**src/sv/gjm_ram.sv**
```systemverilog
// Generic single-port-write, single-port-read RAM with registered read data.
// Stands alone; used for the augmented store.
`default_nettype none
module gjm_ram #(
    parameter int WIDTH = 32,
    parameter int DEPTH = 128
) (
    input  wire logic                     i_clk,
    input  wire logic                     i_we,
    input  wire logic [$clog2(DEPTH)-1:0] i_waddr,
    input  wire logic [WIDTH-1:0]         i_wdata,
    input  wire logic [$clog2(DEPTH)-1:0] i_raddr,
    output logic      [WIDTH-1:0]         o_rdata
);
    logic [WIDTH-1:0] r_mem [DEPTH];

    // Write port and registered read port.
    always_ff @(posedge i_clk) begin
        if (i_we) begin
            r_mem[i_waddr] <= i_wdata;
        end
        o_rdata <= r_mem[i_raddr];
    end
endmodule
`default_nettype wire

```
**config.mk**
```make
export PLATFORM = sky130hd
export DESIGN_NAME = gjm_ram
export DESIGN_NICKNAME = d
export VERILOG_FILES = /design/src/sv/gjm_ram.sv
export SDC_FILE = /design/constraint.sdc
export NUM_CORES = 2
export LEC_CHECK = 0
export BUFFER_PORTS_ARGS = -buffer_cell sky130_fd_sc_hd__buf_4
export CAP_MARGIN = 15
export CORE_ASPECT_RATIO = 1.75
export CORE_MARGIN = 4
export CORE_UTILIZATION = 60
export CTS_CLUSTER_DIAMETER = 30
export CTS_CLUSTER_SIZE = 10
export DETAILED_ROUTE_END_ITERATION = 12
export PLACE_DENSITY_LB_ADDON = 0.2
export SYNTH_ARGS = -nofsm -noshare
export SYNTH_HDL_FRONTEND = slang
export SYNTH_SLANG_ARGS = --single-unit
```
**constraint.sdc**
```tcl
create_clock -name i_clk -period 5.2 [get_ports i_clk]
set_clock_uncertainty 0.1 [all_clocks]
set_input_delay 0.52 -clock i_clk [delete_from_list [all_inputs] [get_ports i_clk]]
set_output_delay 0.52 -clock i_clk [all_outputs]
set_load 0.005 [all_outputs]
```
==> flow_results.org <==
** Run status
- Run status :: finished, final reports clean

** Critical path
- Max FO, Critical Path :: 63
- STA classifies the critical path startpoint as a primary input.
- STA classifies the critical path endpoint as a register.
- WP data arrival :: 4.07 ns
- Peak per-stage delay on the critical path :: 0.71 ns
- Data on the critical path is required at its endpoint by 5.87 ns.
- The worst register-to-register path has a setup slack of 2.27 ns.
- The endpoint identified for the worst register-to-register timing path is o_rdata[10].
- Worst Setup Path Type :: primary input to register
- Traced cell by cell, the critical path runs through buf_16 -> buf_12 -> buf_12 -> mux4_2 -> mux4_2 -> mux4_2 -> mux2_2.
- For this design, the slowest cell found on the critical path is sky130_fd_sc_hd__mux4_2.
- Counting stages on the worst path, the most repeated cell is sky130_fd_sc_hd__mux4_2.
- Origin of the critical flop-to-flop path :: r_mem[87][10]
- The most critical setup path has its startpoint at i_raddr[0].
- Cells on worst reg2reg path :: 4

** Route
- The final route contains 73930 vias.
- The count of nets left with antenna violations once routing finished came out at 0.
- Dividing the detail-routed via count by the number of cells gives 7.092.
- The first detailed-routing pass ran for 7 iterations.
- After detailed routing, the number of remaining DRC violations is 0.
- Dividing the detail-routed wire length by the instance count gives 42.12 um.
- Routed wire length :: 439000 um
- The first routing iteration left 11310 violations.

** Clocking
- The longest clock path from root to sink contains 4 buffers.
- Maximum level of the CTS H-tree :: 6
- TritonCTS clock tree :: done
- Clock tree synthesis selected as its root buffer the cell sky130_fd_sc_hd__clkbuf_16.
- Clock transition at the register clock pins on the worst setup and hold paths after CTS :: 0.05 ns
- Gates resized during post-CTS repair numbered 0.
- Sink Count :: 4128
- Buffers inserted during clock tree synthesis total 534.
- The later pin in the worst-skew pair is clocked with a latency of 0.92 ns.

** STA
- Count of final hold-check violations :: 0
- Worst hold slack across all endpoints :: 0.08550 ns
- Setup violations remaining at the end of the flow were counted as 0.
- In this run the tightest slew margin relative to its limit is 21.09%.
- The max-slew violation count is 0.
- For the pin with the worst max-slew slack, the measured transition is 1.181 ns.
- Final Critical Period :: 3.402 ns
- Of the available clock period, the critical path in the final layout requires 65.42%.
- Setup repair after global routing left no endpoint under its margin.
- Adding up every negative setup slack in the final design gives 0 ns.
- Based on the critical path, the design can be clocked at up to 294.0 MHz.

** Global route
- Global-route wire length before repair :: 606000 um
- Global routing used 32.79% of the available tracks.
- The number of global-route vias before repair was 75330.
- Entering global routing, the biggest net connects 101 pins.
- The total overflow left after global routing is 0.
- The initial antenna violation count was 69.

** Floorplanning
- Horizontal extent of the die :: 393.8 um
- I/O pin cnt :: 80
- Number of rows created at floorplan :: 247
- Die area :: 269000 um^2
- The core region is 259000 um^2.
- Initial cell density of the core :: 60.34%
- The die is 683.1 um tall.

** Power
- Cell-internal power :: 59200 uW
- Of the total power, the share spent switching nets is 20.85%.
- The analysis attributes to cell leakage a power of 0.05601 uW.
- Pwr dens :: 414.7 nW/um^2
- Clock power share :: 45.6%
- Combinational group share of total power :: 5.0%
- The worst-case IR drop observed on VDD is 309.8 uV.
- For this design the total switching power over the nets is 15590 uW.
- Sequential cells account for 49.4% of the total power.

** Job
- Across the run, the number of max-cap violations was 0.

** Hold path
- Worst hold path startpoint :: i_wdata[18]
- Cells on Worst Hold Path :: 1
- In this run the worst hold path is classified as primary input to register.
- End point of the worst hold path :: r_mem[81][18]

** Placement
- Final estimated routing congestion in global placement :: 0.8414
- Number of port buffers :: 79
- The placed instances occupy a cell area of 163800 um^2.
- Once placement completed, the tool counted placed cells totaling 9423.
- Detailed placement ended at an HPWL of 247500 um.

** Synthesis
- Area share of the leading cell type in the synthesized netlist :: 78.71%
- Primary flip-flop cell chosen by synthesis mapping :: sky130_fd_sc_hd__edfxtp_1
- Number of distinct library cells after synthesis :: 17
- Mapped Avg Cell Area :: 26.09 um^2
- Top post-synthesis cells by area :: sky130_fd_sc_hd__edfxtp_1, sky130_fd_sc_hd__mux4_2, sky130_fd_sc_hd__clkbuf_1
- Cell taking the most area after synthesis :: sky130_fd_sc_hd__edfxtp_1
- Yosys mapped a number of flops with a built-in enable equal to 4096.
- The cell count after synthesis came out at 5990.
- The number of nets handed over by synthesis was 6038.
- Total of warnings raised by yosys :: 0
- Post-synthesis cell area :: 156300 um^2
- List of most frequent post-synthesis cells :: sky130_fd_sc_hd__edfxtp_1, sky130_fd_sc_hd__mux4_2, sky130_fd_sc_hd__clkbuf_1
- sky130_fd_sc_hd__edfxtp_1 is the most common cell in the netlist.
- For this run, the register share of the synthesized area comes to 79.12%.
- Post-synthesis async set-or-reset flop share :: 0%
- Flip-flop and latch count after synthesis :: 4128

** Cells and area
- From synthesis to final layout, the design area changed by 15.40%.
- For this run, the post-layout net count is 6648.
- After routing the design area is 180300 um^2.
- Ratio of cells with drive above 1 in the final layout :: 37.05%
- Finished Layout Cells :: 10420
[worst max path at each step]
| stage | end | slack, ns | cells after the start |
|---|---|---|---|
| after floorplan | r_mem[98][0] | 1.34 | 3 |
| after global placement | o_rdata[10] | 0.98 | 7 |
| after detailed placement | o_rdata[10] | 1.00 | 7 |
| after CTS | o_rdata[10] | 1.89 | 7 |
| after global routing | o_rdata[10] | 1.72 | 7 |
| final | o_rdata[10] | 1.80 | 7 |
[final cells by class]
cell class	count	area [um^2]
clock buffer	706	14870
multi-input combinational	1546	32280
tap	3361	4205
sequential	4128	123600
fill	14740	78630
antenna	156	390.4
timing repair buffer	390	3659
clock inverter	137	1301
[cells in the final DEF (no fill, tap or decap), types with 4 or more instances in the layout]
| cell | synthesis | layout |
|---|---|---|
| sky130_fd_sc_hd__bufinv_16 | 0 | 23 |
| sky130_fd_sc_hd__clkbuf_8 | 0 | 20 |
| sky130_fd_sc_hd__clkinv_1 | 0 | 59 |
| sky130_fd_sc_hd__buf_4 | 3 | 330 |
| sky130_fd_sc_hd__mux4_2 | 1344 | 1344 |
| sky130_fd_sc_hd__clkbuf_1 | 182 | 121 |
| sky130_fd_sc_hd__clkinv_2 | 0 | 25 |
| sky130_fd_sc_hd__edfxtp_1 | 4096 | 4096 |
| sky130_fd_sc_hd__clkinvlp_4 | 0 | 11 |
| sky130_fd_sc_hd__nor2_4 | 0 | 119 |
| sky130_fd_sc_hd__nand2_1 | 14 | 14 |
| sky130_fd_sc_hd__clkbuf_16 | 0 | 565 |
| sky130_fd_sc_hd__diode_2 | 0 | 156 |
| sky130_fd_sc_hd__nor3_2 | 0 | 9 |
| sky130_fd_sc_hd__nand3_1 | 12 | 8 |
| sky130_fd_sc_hd__nand3_2 | 0 | 4 |
| sky130_fd_sc_hd__inv_6 | 0 | 15 |
| sky130_fd_sc_hd__buf_12 | 0 | 53 |
| sky130_fd_sc_hd__mux2_2 | 32 | 32 |
| sky130_fd_sc_hd__nor2b_1 | 7 | 7 |
| sky130_fd_sc_hd__dfxtp_1 | 32 | 32 |
[logic make-up after synthesis]
family                 Yosys count  synth area share [%]
muxes                         1376                 19.60
buffers and inverters          316                0.8391
and+or+nand+nor                170                0.4460
DFF                           4128                 79.12
[power groups by stage]
stage / logic, uW / clock network (uW) / registers, uW
CTS: 3710 / 34400 / 36900
floorplan: 1770 / 0 / 37500
detailed placement: 3690 / 0 / 37600
finish: 3720 / 34100 / 36900
global placement: 3620 / 0 / 37600
global route: 3810 / 35900 / 36900
[per-stage QoR]
stage / setup WS (ns) / total power (uW) / util, %
2_1_floorplan: 1.341 / 39260 / -
3_3_place_gp: 0.9820 / 41220 / 63.22
3_5_place_dp: 1.003 / 41290 / 63.24
4_1_cts: 1.894 / 75020 / 69.49
5_1_grt: 1.717 / 76690 / 69.62
6_report: 1.798 / 74800 / 69.64
[metal layers]
| layer | track usage, % | up-vias | routed length (um) |
|---|---|---|---|
| li1 | - | 27730 | - |
| met1 | 39.93 | 39760 | 139100 |
| met2 | 54.06 | 5349 | 223300 |
| met3 | 6.207 | 1061 | 42390 |
| met4 | 22.13 | 28 | 34100 |
| met5 | 0 | - | 183 |
[flip-flops by register name (all words and copies together), names as in the netlist]
name / count
r_mem: 4096
o_rdata: 32
[worst max-delay path: cells and delay by family]
kind / cells / cell delay [ns]
mux: 4 / 2.13
buf+inv: 3 / 1.19
[repair_timing]
action,in CTS,in global routing
buffers inserted,0,0
endpoints found under the hold margin,55,0
hold buffers,2,0
(Power assumes the default switching activity.)
