<file path="config.mk">
export PLATFORM = sky130hd
export DESIGN_NAME = gjm_div
export DESIGN_NICKNAME = d
export VERILOG_FILES = /design/src/sv/gjm_pkg.sv /design/src/sv/gjm_div.sv
export SDC_FILE = /design/constraint.sdc
export NUM_CORES = 1
export LEC_CHECK = 0
export BUFFER_PORTS_ARGS = -buffer_cell sky130_fd_sc_hd__buf_2
export CAP_MARGIN = 20
export CORE_ASPECT_RATIO = 1.75
export CORE_MARGIN = 3
export CORE_UTILIZATION = 65
export DETAILED_ROUTE_END_ITERATION = 7
export PLACE_DENSITY = 0.85
export SYNTH_ARGS = -nofsm -noshare
export SYNTH_HDL_FRONTEND = slang
export SYNTH_SLANG_ARGS = --single-unit
export TNS_END_PERCENT = 10
</file>
<file path="constraint.sdc">
create_clock -name i_clk -period 8.63 [get_ports i_clk]
set_clock_uncertainty 0.1 [all_clocks]
set_input_delay 1.2945 -clock i_clk [delete_from_list [all_inputs] [get_ports i_clk]]
set_output_delay 1.2945 -clock i_clk [all_outputs]
set_load 0.1 [all_outputs]
</file>
<file path="src/sv/gjm_pkg.sv">
// Package for the Gauss-Jordan matrix inverse core.
// Holds the store geometry, the fixed-point constants, the sequencer states
// and the divider result type. It depends on nothing.
`default_nettype none
package gjm_pkg;
    localparam int MAX_ORDER  = 8;
    localparam int STORE_COLS = 2 * MAX_ORDER;
    localparam int STORE_DEPTH = MAX_ORDER * STORE_COLS;
    localparam int ROW_W  = $clog2(MAX_ORDER);
    localparam int COL_W  = $clog2(STORE_COLS);
    localparam int ADDR_W = ROW_W + COL_W;
    localparam int ORD_W  = ROW_W + 1;
    localparam int K_W    = COL_W + 1;
    localparam int DATA_W = 32;
    localparam int NUM_W  = 48;

    localparam logic [DATA_W-1:0] ONE_Q16  = 32'h0001_0000;
    localparam logic [DATA_W-1:0] Q_MAX    = 32'h7FFF_FFFF;
    localparam logic [DATA_W-1:0] Q_MIN    = 32'h8000_0000;

    // Configuration register indexes.
    localparam logic [1:0] CFG_MATRIX_SIZE = 2'd0;
    localparam logic [1:0] CFG_PIVOT_THR   = 2'd1;

    localparam int ST_W = 23;
    typedef enum logic [ST_W-1:0] {
        S_LOAD  = 23'b1 << 0,
        S_IDENT = 23'b1 << 1,
        S_PRD   = 23'b1 << 2,
        S_PCHK  = 23'b1 << 3,
        S_SRD   = 23'b1 << 4,
        S_SCHK  = 23'b1 << 5,
        S_W1    = 23'b1 << 6,
        S_W2    = 23'b1 << 7,
        S_W3    = 23'b1 << 8,
        S_W4    = 23'b1 << 9,
        S_NRD   = 23'b1 << 10,
        S_NDIV  = 23'b1 << 11,
        S_NWAIT = 23'b1 << 12,
        S_EROW  = 23'b1 << 13,
        S_ERAT  = 23'b1 << 14,
        S_EK1   = 23'b1 << 15,
        S_EK2   = 23'b1 << 16,
        S_EK3   = 23'b1 << 17,
        S_EK4   = 23'b1 << 18,
        S_ORD   = 23'b1 << 19,
        S_OLAT  = 23'b1 << 20,
        S_OWAIT = 23'b1 << 21,
        S_SING  = 23'b1 << 22
    } t_state;

    // Result of the shared divider, valid while done is high.
    typedef struct packed {
        logic              done;
        logic              sat;
        logic [DATA_W-1:0] quo;
    } t_div_res;

    // Store address of a row and a column.
    function automatic logic [ADDR_W-1:0] store_addr(input logic [ROW_W-1:0] row,
                                                    input logic [COL_W-1:0] col);
        store_addr = {row, col};
    endfunction
endpackage
`default_nettype wire

</file>
<file path="src/sv/gjm_div.sv">
// Restoring divider for (a * 65536) / d with truncation toward zero and
// saturation to 32 bits. One quotient bit per cycle. Uses gjm_pkg.
`default_nettype none
module gjm_div (
    input  wire logic                  i_clk,
    input  wire logic                  i_rst_n,
    input  wire logic                  i_start,
    input  wire logic [31:0]           i_num,
    input  wire logic [31:0]           i_den,
    output gjm_pkg::t_div_res          o_res
);
    import gjm_pkg::*;

    localparam int CNT_W = $clog2(NUM_W + 1);

    logic              r_busy;
    logic              r_done;
    logic [CNT_W-1:0]  r_cnt;
    logic              r_neg;
    logic [NUM_W-1:0]  r_num;
    logic [NUM_W-1:0]  r_quo;
    logic [DATA_W:0]   r_rem;
    logic [DATA_W-1:0] r_den;
    logic [DATA_W:0]   rem_sh;
    logic              ge;
    logic [DATA_W-1:0] a_mag;
    logic [DATA_W-1:0] d_mag;
    logic              pos_sat;
    logic              neg_sat;

    // Operand magnitudes; the magnitude of the most negative value fits 32 bits.
    assign a_mag = i_num[31] ? 32'(-i_num) : i_num;
    assign d_mag = i_den[31] ? 32'(-i_den) : i_den;

    // One restoring step.
    assign rem_sh = {r_rem[DATA_W-1:0], r_num[NUM_W-1]};
    assign ge     = rem_sh >= {1'b0, r_den};

    always_ff @(posedge i_clk) begin
        if (!i_rst_n) begin
            r_busy <= 1'b0;
            r_done <= 1'b0;
            r_cnt  <= '0;
        end else begin
            r_done <= 1'b0;
            if (i_start) begin
                r_busy <= 1'b1;
                r_cnt  <= CNT_W'(NUM_W);
            end else if (r_busy) begin
                r_cnt <= r_cnt - 1'b1;
                if (r_cnt == CNT_W'(1)) begin
                    r_busy <= 1'b0;
                    r_done <= 1'b1;
                end
            end
        end
    end

    // Datapath registers.
    always_ff @(posedge i_clk) begin
        if (i_start) begin
            r_neg <= i_num[31] ^ i_den[31];
            r_num <= {a_mag, 16'h0000};
            r_den <= d_mag;
            r_quo <= '0;
            r_rem <= '0;
        end else if (r_busy) begin
            r_num <= {r_num[NUM_W-2:0], 1'b0};
            r_quo <= {r_quo[NUM_W-2:0], ge};
            r_rem <= ge ? 33'(rem_sh - {1'b0, r_den}) : rem_sh;
        end
    end

    // Sign and saturation of the finished quotient.
    assign pos_sat = !r_neg && (r_quo > NUM_W'(Q_MAX));
    assign neg_sat = r_neg && (r_quo > NUM_W'(Q_MIN));

    always_comb begin
        o_res.done = r_done;
        o_res.sat  = pos_sat || neg_sat;
        if (pos_sat) begin
            o_res.quo = Q_MAX;
        end else if (neg_sat) begin
            o_res.quo = Q_MIN;
        end else if (r_neg) begin
            o_res.quo = 32'(-r_quo[DATA_W-1:0]);
        end else begin
            o_res.quo = r_quo[DATA_W-1:0];
        end
    end
endmodule
`default_nettype wire

</file>
==> results of run 1 <==
tightest hold or removal path, delay by kind of cell (launching register included):
kind | cells | cell delay (ns)
flops | 1 | 0.33
simple gates | 2 | 0.12
Yosys cell counts (3+ instances only):
master / count
nor2_1: 151
dfxtp_1: 88
a21oi_1: 84
edfxtp_1: 65
nand2_1: 64
xor2_1: 64
clkbuf_1: 59
mux2i_1: 58
xnor2_1: 56
inv_1: 55
o21ai_0: 51
ha_1: 37
a211oi_1: 32
o21ai_1: 29
o31ai_1: 21
a21o_1: 18
nor4_1: 15
o41ai_1: 15
nand3_1: 13
or4_1: 11
nand2b_1: 10
nor3_1: 9
or3_1: 9
o21a_1: 8
or2_2: 8
nand4_1: 7
nor2b_1: 6
a31oi_1: 5
and2_1: 5
o211ai_1: 5
o21bai_1: 5
a21boi_0: 4
and3_1: 3
buf_6: 3
nand3b_1: 3
o2111ai_1: 3
power by group:
group	internal (W)	total, W	leakage [nW]	switching, W
Combinational	0.000205	0.000605	2.98	0.000400
Clock	0.000397	0.000706	0.262	0.000309
Sequential	0.000815	0.000848	1.35	0.0000330
cell families (layout without fill, tap and decap cells):
group	Yosys count	after routing	synth area share, %
simple gates	329	329	16.07
compound gates	300	300	19.32
flops	153	153	37.98
buf+inv	122	192	5.003
xor+xnor	120	120	10.75
mux	58	58	5.937
fa+ha+maj	38	38	4.939
per-stage QoR:
step	std cells	total power (W)	worst slack (ns)	utilization, %
6_report	1370	0.002159	3.493	74.26
5_1_grt	1370	0.002252	3.241	74.26
4_1_cts	1370	0.002156	3.488	74.26
3_5_place_dp	1338	0.001456	3.966	70.48
3_3_place_gp	1337	0.001444	4.092	70.37
2_1_floorplan	1120	0.001324	2.725	-
flip-flops by register name, summed over array words and instances (netlist names):
signal	count
r_num	32
r_rem	32
r_done	1
r_cnt	6
r_quo	48
r_neg	1
r_busy	1
r_den	32
final timing paths:
path / from / to / slack [ns] / cells past startpoint
hold reg to reg: r_rem[30] / r_rem[30] / 0.40 / 2
hold / removal: r_rem[30] / r_rem[30] / 0.40 / 2
setup reg to reg: r_den[1] / r_rem[1] / 5.03 / 12
setup / recovery: r_quo[6] / o_res[31] / 3.49 / 10
routing by layer:
layer / global-route usage (%) / vias to the layer above
met5: 0 / -
met4: 14.27 / 0
met3: 4.353 / 88
met2: 52.43 / 239
met1: 28.33 / 3954
li1: - / 4117
cells in the final DEF, fill, tap and decap left out, drive strengths merged, types with 12 or more instances in the layout:
| cell type | instances |
|---|---|
| a21oi | 85 |
| buf | 105 |
| nor4 | 16 |
| o21ai | 82 |
| nand3 | 13 |
| xnor2 | 56 |
| a21o | 18 |
| a211oi | 32 |
| dfxtp | 88 |
| nand2 | 64 |
| o41ai | 15 |
| ha | 37 |
| nor2 | 151 |
| clkbuf | 18 |
| edfxtp | 65 |
| xor2 | 64 |
| o31ai | 21 |
| or4 | 12 |
| mux2i | 58 |
| inv | 58 |
layout make-up:
type / instances / area (µm²) / area share (%)
multi-input cells: 845 / 5579 / 51.51
clock buffers: 18 / 429.2 / 3.962
inverters: 55 / 206.4 / 1.906
clock inverters: 14 / 122.6 / 1.132
repair buffers: 105 / 551.8 / 5.094
well taps: 180 / 225.2 / 2.079
flip-flops and latches: 153 / 3717 / 34.32
==> reports/qor.yml, run 1 <==
outcome: "completed"
powerDensity_mw_per_mm2: 199.3
required_ns: 7.24
cp.arrival_ns: 3.74
ir_worst_vdd_mv: 0.1207
routedWlPerCell_um: 16.64
hold_viol: 0
yosys_warnings: 0
cts_root_buffer: "clkbuf_16"
fin_nets: 1282
ys_types: 67
design_area_mm2: 0.01083
dr_wl_met2_um: 12580
drt_iter0_drc: 409
cp_max_fo: 7
cts_resized: 0
slowest_stage: "or4_4"
wirelength_met1_um: 8361
place_congestion: 0.9755
synth_edf_count: 65
via_per_inst: 6.130
synth_area_leaders: "edfxtp_1, dfxtp_1, mux2i_1"
core_mm2: 0.01459
clk_pin_slew_worst_paths_ns: 0.06
grt.total_usage_pct: 27.56
drt-total-wl_um: 22790
drv_slew: 0
synth-seq-cells: 153
synth_area_mm2: 0.009778
synthCells: 1120
setup_tns_ns: 0
crit_path_start_kind: "flip-flop"
die_w_um: 98.72
antenna_found_initial: 0
ctsHtreeMaxLevel: 4
crit_type: "flip-flop to output port"
clk_latency_ns: 0.43
dieArea_mm2: 0.01661
crit_chain: "or4_4 > nor4_4 > or3b_1 > nand2_1 > o21ai_0 > a21oi_1 > o21ai_0 > xnor2_1 > a21boi_0 > buf_2"
cp.buffers_inverters: 1
die_h_um: 168.3
io_buffer_count: 100
grt_pass1_wl_um: 37870
cts_sinks: 153
first_pass_iters: 6
fin_crit_sh_pct: 59.52
cpPeakStageDelay_ns: 0.59
io_pins: 101
num_vias: 8398
hp-class: "flip-flop to flip-flop"
worstMarginPinSlew_ns: 0.9202
num_rows: 58
rsz0062_at_grt: "no"
numCtsBuffers: 17
synthArstFlopShare_pct: 0
synth_top_cell_by_area: "edfxtp_1"
route.met3.wl_um: 812
grt_start_max_net_pins: 104
cp_top_family: "simple AND/OR/NAND/NOR gates"
power_leakage_nw: 4.600
drv_cap: 0
top_layer: "met4"
antennaDiodeCount: 0
yosysTopAreaCellShare_pct: 19.96
cts_tree: "yes"
synth_fp_nets: 1225
route.detailed.drc: 0
max-slew-margin-rel_pct: 38.65
drive_gt1_share_pct: 13.28
grt_pass1_vias: 8402
synth-main-ff-cell: "dfxtp_1"
post-cts-setup-buffers: 0
place_area_mm2: 0.01028
synth-seq-area-share_pct: 37.98
end_kind: "output port"
holdWs_ns: 0.3977
gr-total-overflow: 0
cts_hold_buf: 0
ant_nets: 0
start_util_pct: 67.04
synth_area_per_cell_um2: 8.730
cts_buffer_depth: 2
cp_common_cell: "o21ai_0"
syn_to_final_growth_pct: 10.77
min_period_ns: 5.137
setup_viol: 0
post-dp-hpwl_um: 16150
fillers: 1075
fmax_mhz: 194.7
(Power assumes the default switching activity.)
==> inputs of run 2 (changes only) <==
CORE_UTILIZATION = 54   (was 65)
PLACE_DENSITY = 0.75   (was 0.85)
clock period = 4.5 ns   (was 8.63 ns; I/O delays follow)
==> reports/qor.yml, run 2 (same netlist as run 1, synthesis figures left out) <==
min_period_ns: 4.337
cpPeakStageDelay_ns: 0.59
cp.arrival_ns: 3.56
drv_cap: 0
rsz0062_at_grt: "no"
syn_to_final_growth_pct: 12.82
mostFrequentLayoutCell: "nor2_1"
post-cts-setup-buffers: 0
drt_iter0_drc: 323
gr-total-overflow: 0
outcome: "completed"
end_kind: "output port"
drv_slew: 0
crit_chain: "or4_4 > nor4_4 > nand3b_2 > or3_4 > or3_4 > o21ai_2 > a21oi_4 > buf_4 > o21ai_1 > buf_4"
cts_sinks: 153
cts_hold_buf: 0
grt_pass1_vias: 8007
clk_pin_slew_worst_paths_ns: 0.06
drive_gt1_share_pct: 13.97
start_util_pct: 55.50
route.detailed.drc: 0
core_mm2: 0.01762
first_pass_iters: 4
top_register: "r_quo"
crit_path_start_kind: "flip-flop"
via_per_inst: 5.677
cp.buffers_inverters: 2
die_h_um: 184.0
cp_top_family: "simple AND/OR/NAND/NOR gates"
powerDensity_mw_per_mm2: 375.7
antennaDiodeCount: 0
fin_crit_sh_pct: 96.39
place_congestion: 0.9732
cts_buffer_depth: 2
final_cell_mix: "nor2_1, dfxtp_1, a21oi_1"
num_rows: 64
antenna_found_initial: 0
setup_viol: 0
io_buffer_count: 100
cp_max_fo: 18
crit_type: "flip-flop to output port"
hold_viol: 0
cts_tree: "yes"
dieArea_mm2: 0.01982
hp-class: "primary input to flip-flop"
largest_reg_flops: 48
cts_root_buffer: "clkbuf_16"
worstSetupStartpoint: "r_quo[6]"
worstMarginPinSlew_ns: 1.005
post-dp-hpwl_um: 16480
grt.total_usage_pct: 23.41
min-delay-start: "i_den[0]"
fin_nets: 1287
slowest_stage: "or4_4"
ir_worst_vdd_mv: 0.2766
die_w_um: 107.7
numCtsBuffers: 17
power_leakage_nw: 4.639
ctsHtreeMaxLevel: 4
required_ns: 3.72
grt_pass1_wl_um: 37380
num_vias: 8096
grt_start_max_net_pins: 101
ant_nets: 0
final_cells: 1426
dp.cells: 1394
setup_tns_ns: 0
fmax_mhz: 230.5
clk_latency_ns: 0.43
io_pins: 101
max-slew-margin-rel_pct: 32.98
r2r_start: "r_den[1]"
routedWlPerCell_um: 15.70
drt-total-wl_um: 22390
-- run 2: layout make-up --
type | instances | area (µm²)
tap | 231 | 289.0
clock inverter | 12 | 90.09
timing repair buffer | 110 | 666.9
multi-input combinational | 845 | 5594
clock buffer | 20 | 467.9
fill | 1585 | 6585
sequential | 153 | 3717
inverter | 55 | 206.4
-- run 2: worst paths after layout --
path,slack [ns],to,cells after the start
setup / recovery,0.16,o_res[19],10
hold / removal,0.39,r_den[0],1
setup reg to reg,1.13,r_rem[2],13
hold reg to reg,0.41,r_rem[14],2
-- run 2: layer usage --
metal / wire length (µm) / GRT usage (%) / share of wire (%)
met5: 0 / 0 / 0
met4: 972 / 11.68 / 4.3
met3: 668 / 4.323 / 3.0
met2: 12230 / 43.20 / 55
met1: 8515 / 25.06 / 38
-- run 2: where the power goes --
group / switching (W) / internal (W) / total, W
clock: 0.000591 / 0.000756 / 0.00135
combinational: 0.000768 / 0.000414 / 0.00118
sequential: 0.0000544 / 0.00156 / 0.00162
total: 0.00141 / 0.00273 / 0.00415
-- run 2: timing repair --
item / in CTS / in global routing
gates resized for setup: 18 / 13
setup endpoints to repair: 18 / 20
endpoints found under the hold margin: 0 / 0
-- run 2: through the flow --
| stage | utilization, % | hold WS [ns] | instance area [µm²] | setup WS [ns] | total power [W] |
|---|---|---|---|---|---|
| final | 62.62 | 0.3911 | 11030 | 0.1625 | 0.004145 |
| after global routing | 62.62 | 0.3727 | 11030 | 0.003759 | 0.004352 |
| after CTS | 62.33 | 0.3767 | 10980 | 0.01994 | 0.004164 |
| after detailed placement | 58.91 | 0.3869 | 10380 | 0.4123 | 0.002803 |
| after global placement | 58.91 | 0.3768 | 10380 | 0.5249 | 0.002787 |
| after floorplan | - | 0.3613 | 9782 | 0.03572 | 0.002539 |
==> inputs of run 3 (changes only) <==
CORE_UTILIZATION = 60   (was 54)
PLACE_DENSITY = 0.79   (was 0.75)
clock period = 4.2 ns   (was 4.5 ns; I/O delays follow)
==> reports/qor.yml, run 3 (same netlist as run 1, synthesis figures left out) <==
hold_viol: 0
io_buffer_count: 100
fin_nets: 1290
crit_path_start_kind: "flip-flop"
grt_pass1_vias: 8252
cts_root_buffer: "clkbuf_16"
cp_common_cell: "or3_4"
slowest_stage: "or4_4"
top_register: "r_quo"
gr-total-overflow: 0
syn_to_final_growth_pct: 15.27
route.detailed.drc: 0
multiInputGateArea_mm2: 0.005640
p_switching_w: 0.001560
post-route-util_pct: 70.66
grt.total_usage_pct: 25.78
required_ns: 3.47
cpPeakStageDelay_ns: 0.58
powerDensity_mw_per_mm2: 407.4
final_cell_mix: "nor2_1, dfxtp_1, a21oi_1"
place_area_mm2: 0.01050
seqPwrFrac_pct: 37.9
cts_buffer_depth: 2
crit_chain: "or4_4 > nor4_4 > nand3b_2 > or3_4 > or3_4 > o21ai_4 > a21oi_4 > buf_8 > o21ai_1 > buf_6"
power_leakage_nw: 4.718
antenna_found_initial: 0
core_mm2: 0.01595
clk_pin_slew_worst_paths_ns: 0.07
min_period_ns: 4.227
fin_crit_sh_pct: 100.6
comb_power_share_pct: 28.6
die_h_um: 174.9
largest_reg_flops: 48
cp.arrival_ns: 3.50
ir_worst_vdd_mv: 0.3109
drv_slew: 0
grt_start_max_net_pins: 127
first_pass_iters: 5
p_int_w: 0.003032
start_util_pct: 61.30
rsz0062_at_grt: "yes"
crit_type: "flip-flop to output port"
drt_iter0_drc: 339
dp.cells: 1352
fmax_mhz: 236.6
max-slew-margin-rel_pct: 46.72
num_rows: 61
drv_cap: 0
post-place-ws_ns: 0.2209
design_area_mm2: 0.01127
cts_sinks: 153
cts_tree: "yes"
via_per_inst: 6.030
hp-class: "primary input to flip-flop"
cp_top_family: "simple AND/OR/NAND/NOR gates"
final_cells: 1387
numCtsBuffers: 17
dieArea_mm2: 0.01792
place_congestion: 0.9664
outcome: "complete, but fails checks"
cp.buffers_inverters: 2
die_w_um: 102.5
regArea_mm2: 0.003720
num_vias: 8363
routedWlPerCell_um: 16.53
grt_pass1_wl_um: 37390
antennaDiodeCount: 0
clockPowerShare_pct: 33.6
io_pins: 101
post-dp-hpwl_um: 16200
ctsHtreeMaxLevel: 4
ant_nets: 0
holdWs_ns: 0.3271
mostFrequentLayoutCell: "nor2_1"
clk_latency_ns: 0.43
cp_max_fo: 17
drive_gt1_share_pct: 15.03
worstMarginPinSlew_ns: 0.7992
fin_ws_ns: -0.02686
cts_hold_buf: 0
power_switching_share_pct: 33.97
end_kind: "output port"
violations: "setup timing"
setup_viol: 4
fillers: 1214
drt-total-wl_um: 22930
## run 3: final timing paths
kind / startpoint / endpoint / slack, ns / depth (start not counted)
worst max register to register: r_den[1] / r_rem[25] / 0.70 / 13
worst min register to register: r_cnt[1] / r_cnt[1] / 0.40 / 2
worst min-delay path: i_den[0] / r_den[0] / 0.33 / 1
worst max-delay path: r_quo[6] / o_res[11] / -0.03 / 10
## run 3: final cells by class
class	count	area share (%)
Clock inverter	13	1.143
Inverter	55	1.832
Sequential cell	153	33.00
Clock buffer	19	4.119
Multi-Input combinational cell	846	50.04
Tap cell	189	2.098
Timing Repair Buffer	112	7.760
## run 3: through the flow
stage	TNS [ns]	total power (W)
after floorplan	-6.059	0.002720
after global placement	0	0.003014
after detailed placement	0	0.003035
after CTS	-0.007670	0.004587
after global routing	-2.400	0.004792
final	-0.05438	0.004592
## run 3: timing repair
item	CTS	global route
gates cloned	0	1
endpoints found under the setup margin	29	32
pin swaps	1	0
buffers inserted	2	0
resized for setup	23	33
## run 3: worst reg2reg max path, stage by stage (launching register included)
cell and delay, ns:
edfxtp_1 0.44, inv_1 0.09, ha_1 0.23, nor2b_1 0.15
o211a_1 0.23, o21ai_0 0.33, a41oi_1 0.22, buf_4 0.21
o211ai_1 0.34, o21a_1 0.33, buf_4 0.26, a21o_1 0.14
o21ai_0 0.10, a211oi_1 0.25
## run 3: per-layer routing
layer / track usage (%) / wire length [µm]
met1: 26.76 / 8444
met2: 47.46 / 12620
met3: 4.435 / 795
met4: 13.68 / 1074
met5: 0 / 0
## run 3: power by group through the flow
stage	Clock, W	Combinational [W]	Sequential [W]
2_1_floorplan	0	0.000979	0.00174
3_3_place_gp	0	0.00125	0.00176
3_5_place_dp	0	0.00127	0.00177
4_1_cts	0.00156	0.00129	0.00174
5_1_grt	0.00161	0.00143	0.00175
6_report	0.00154	0.00131	0.00174
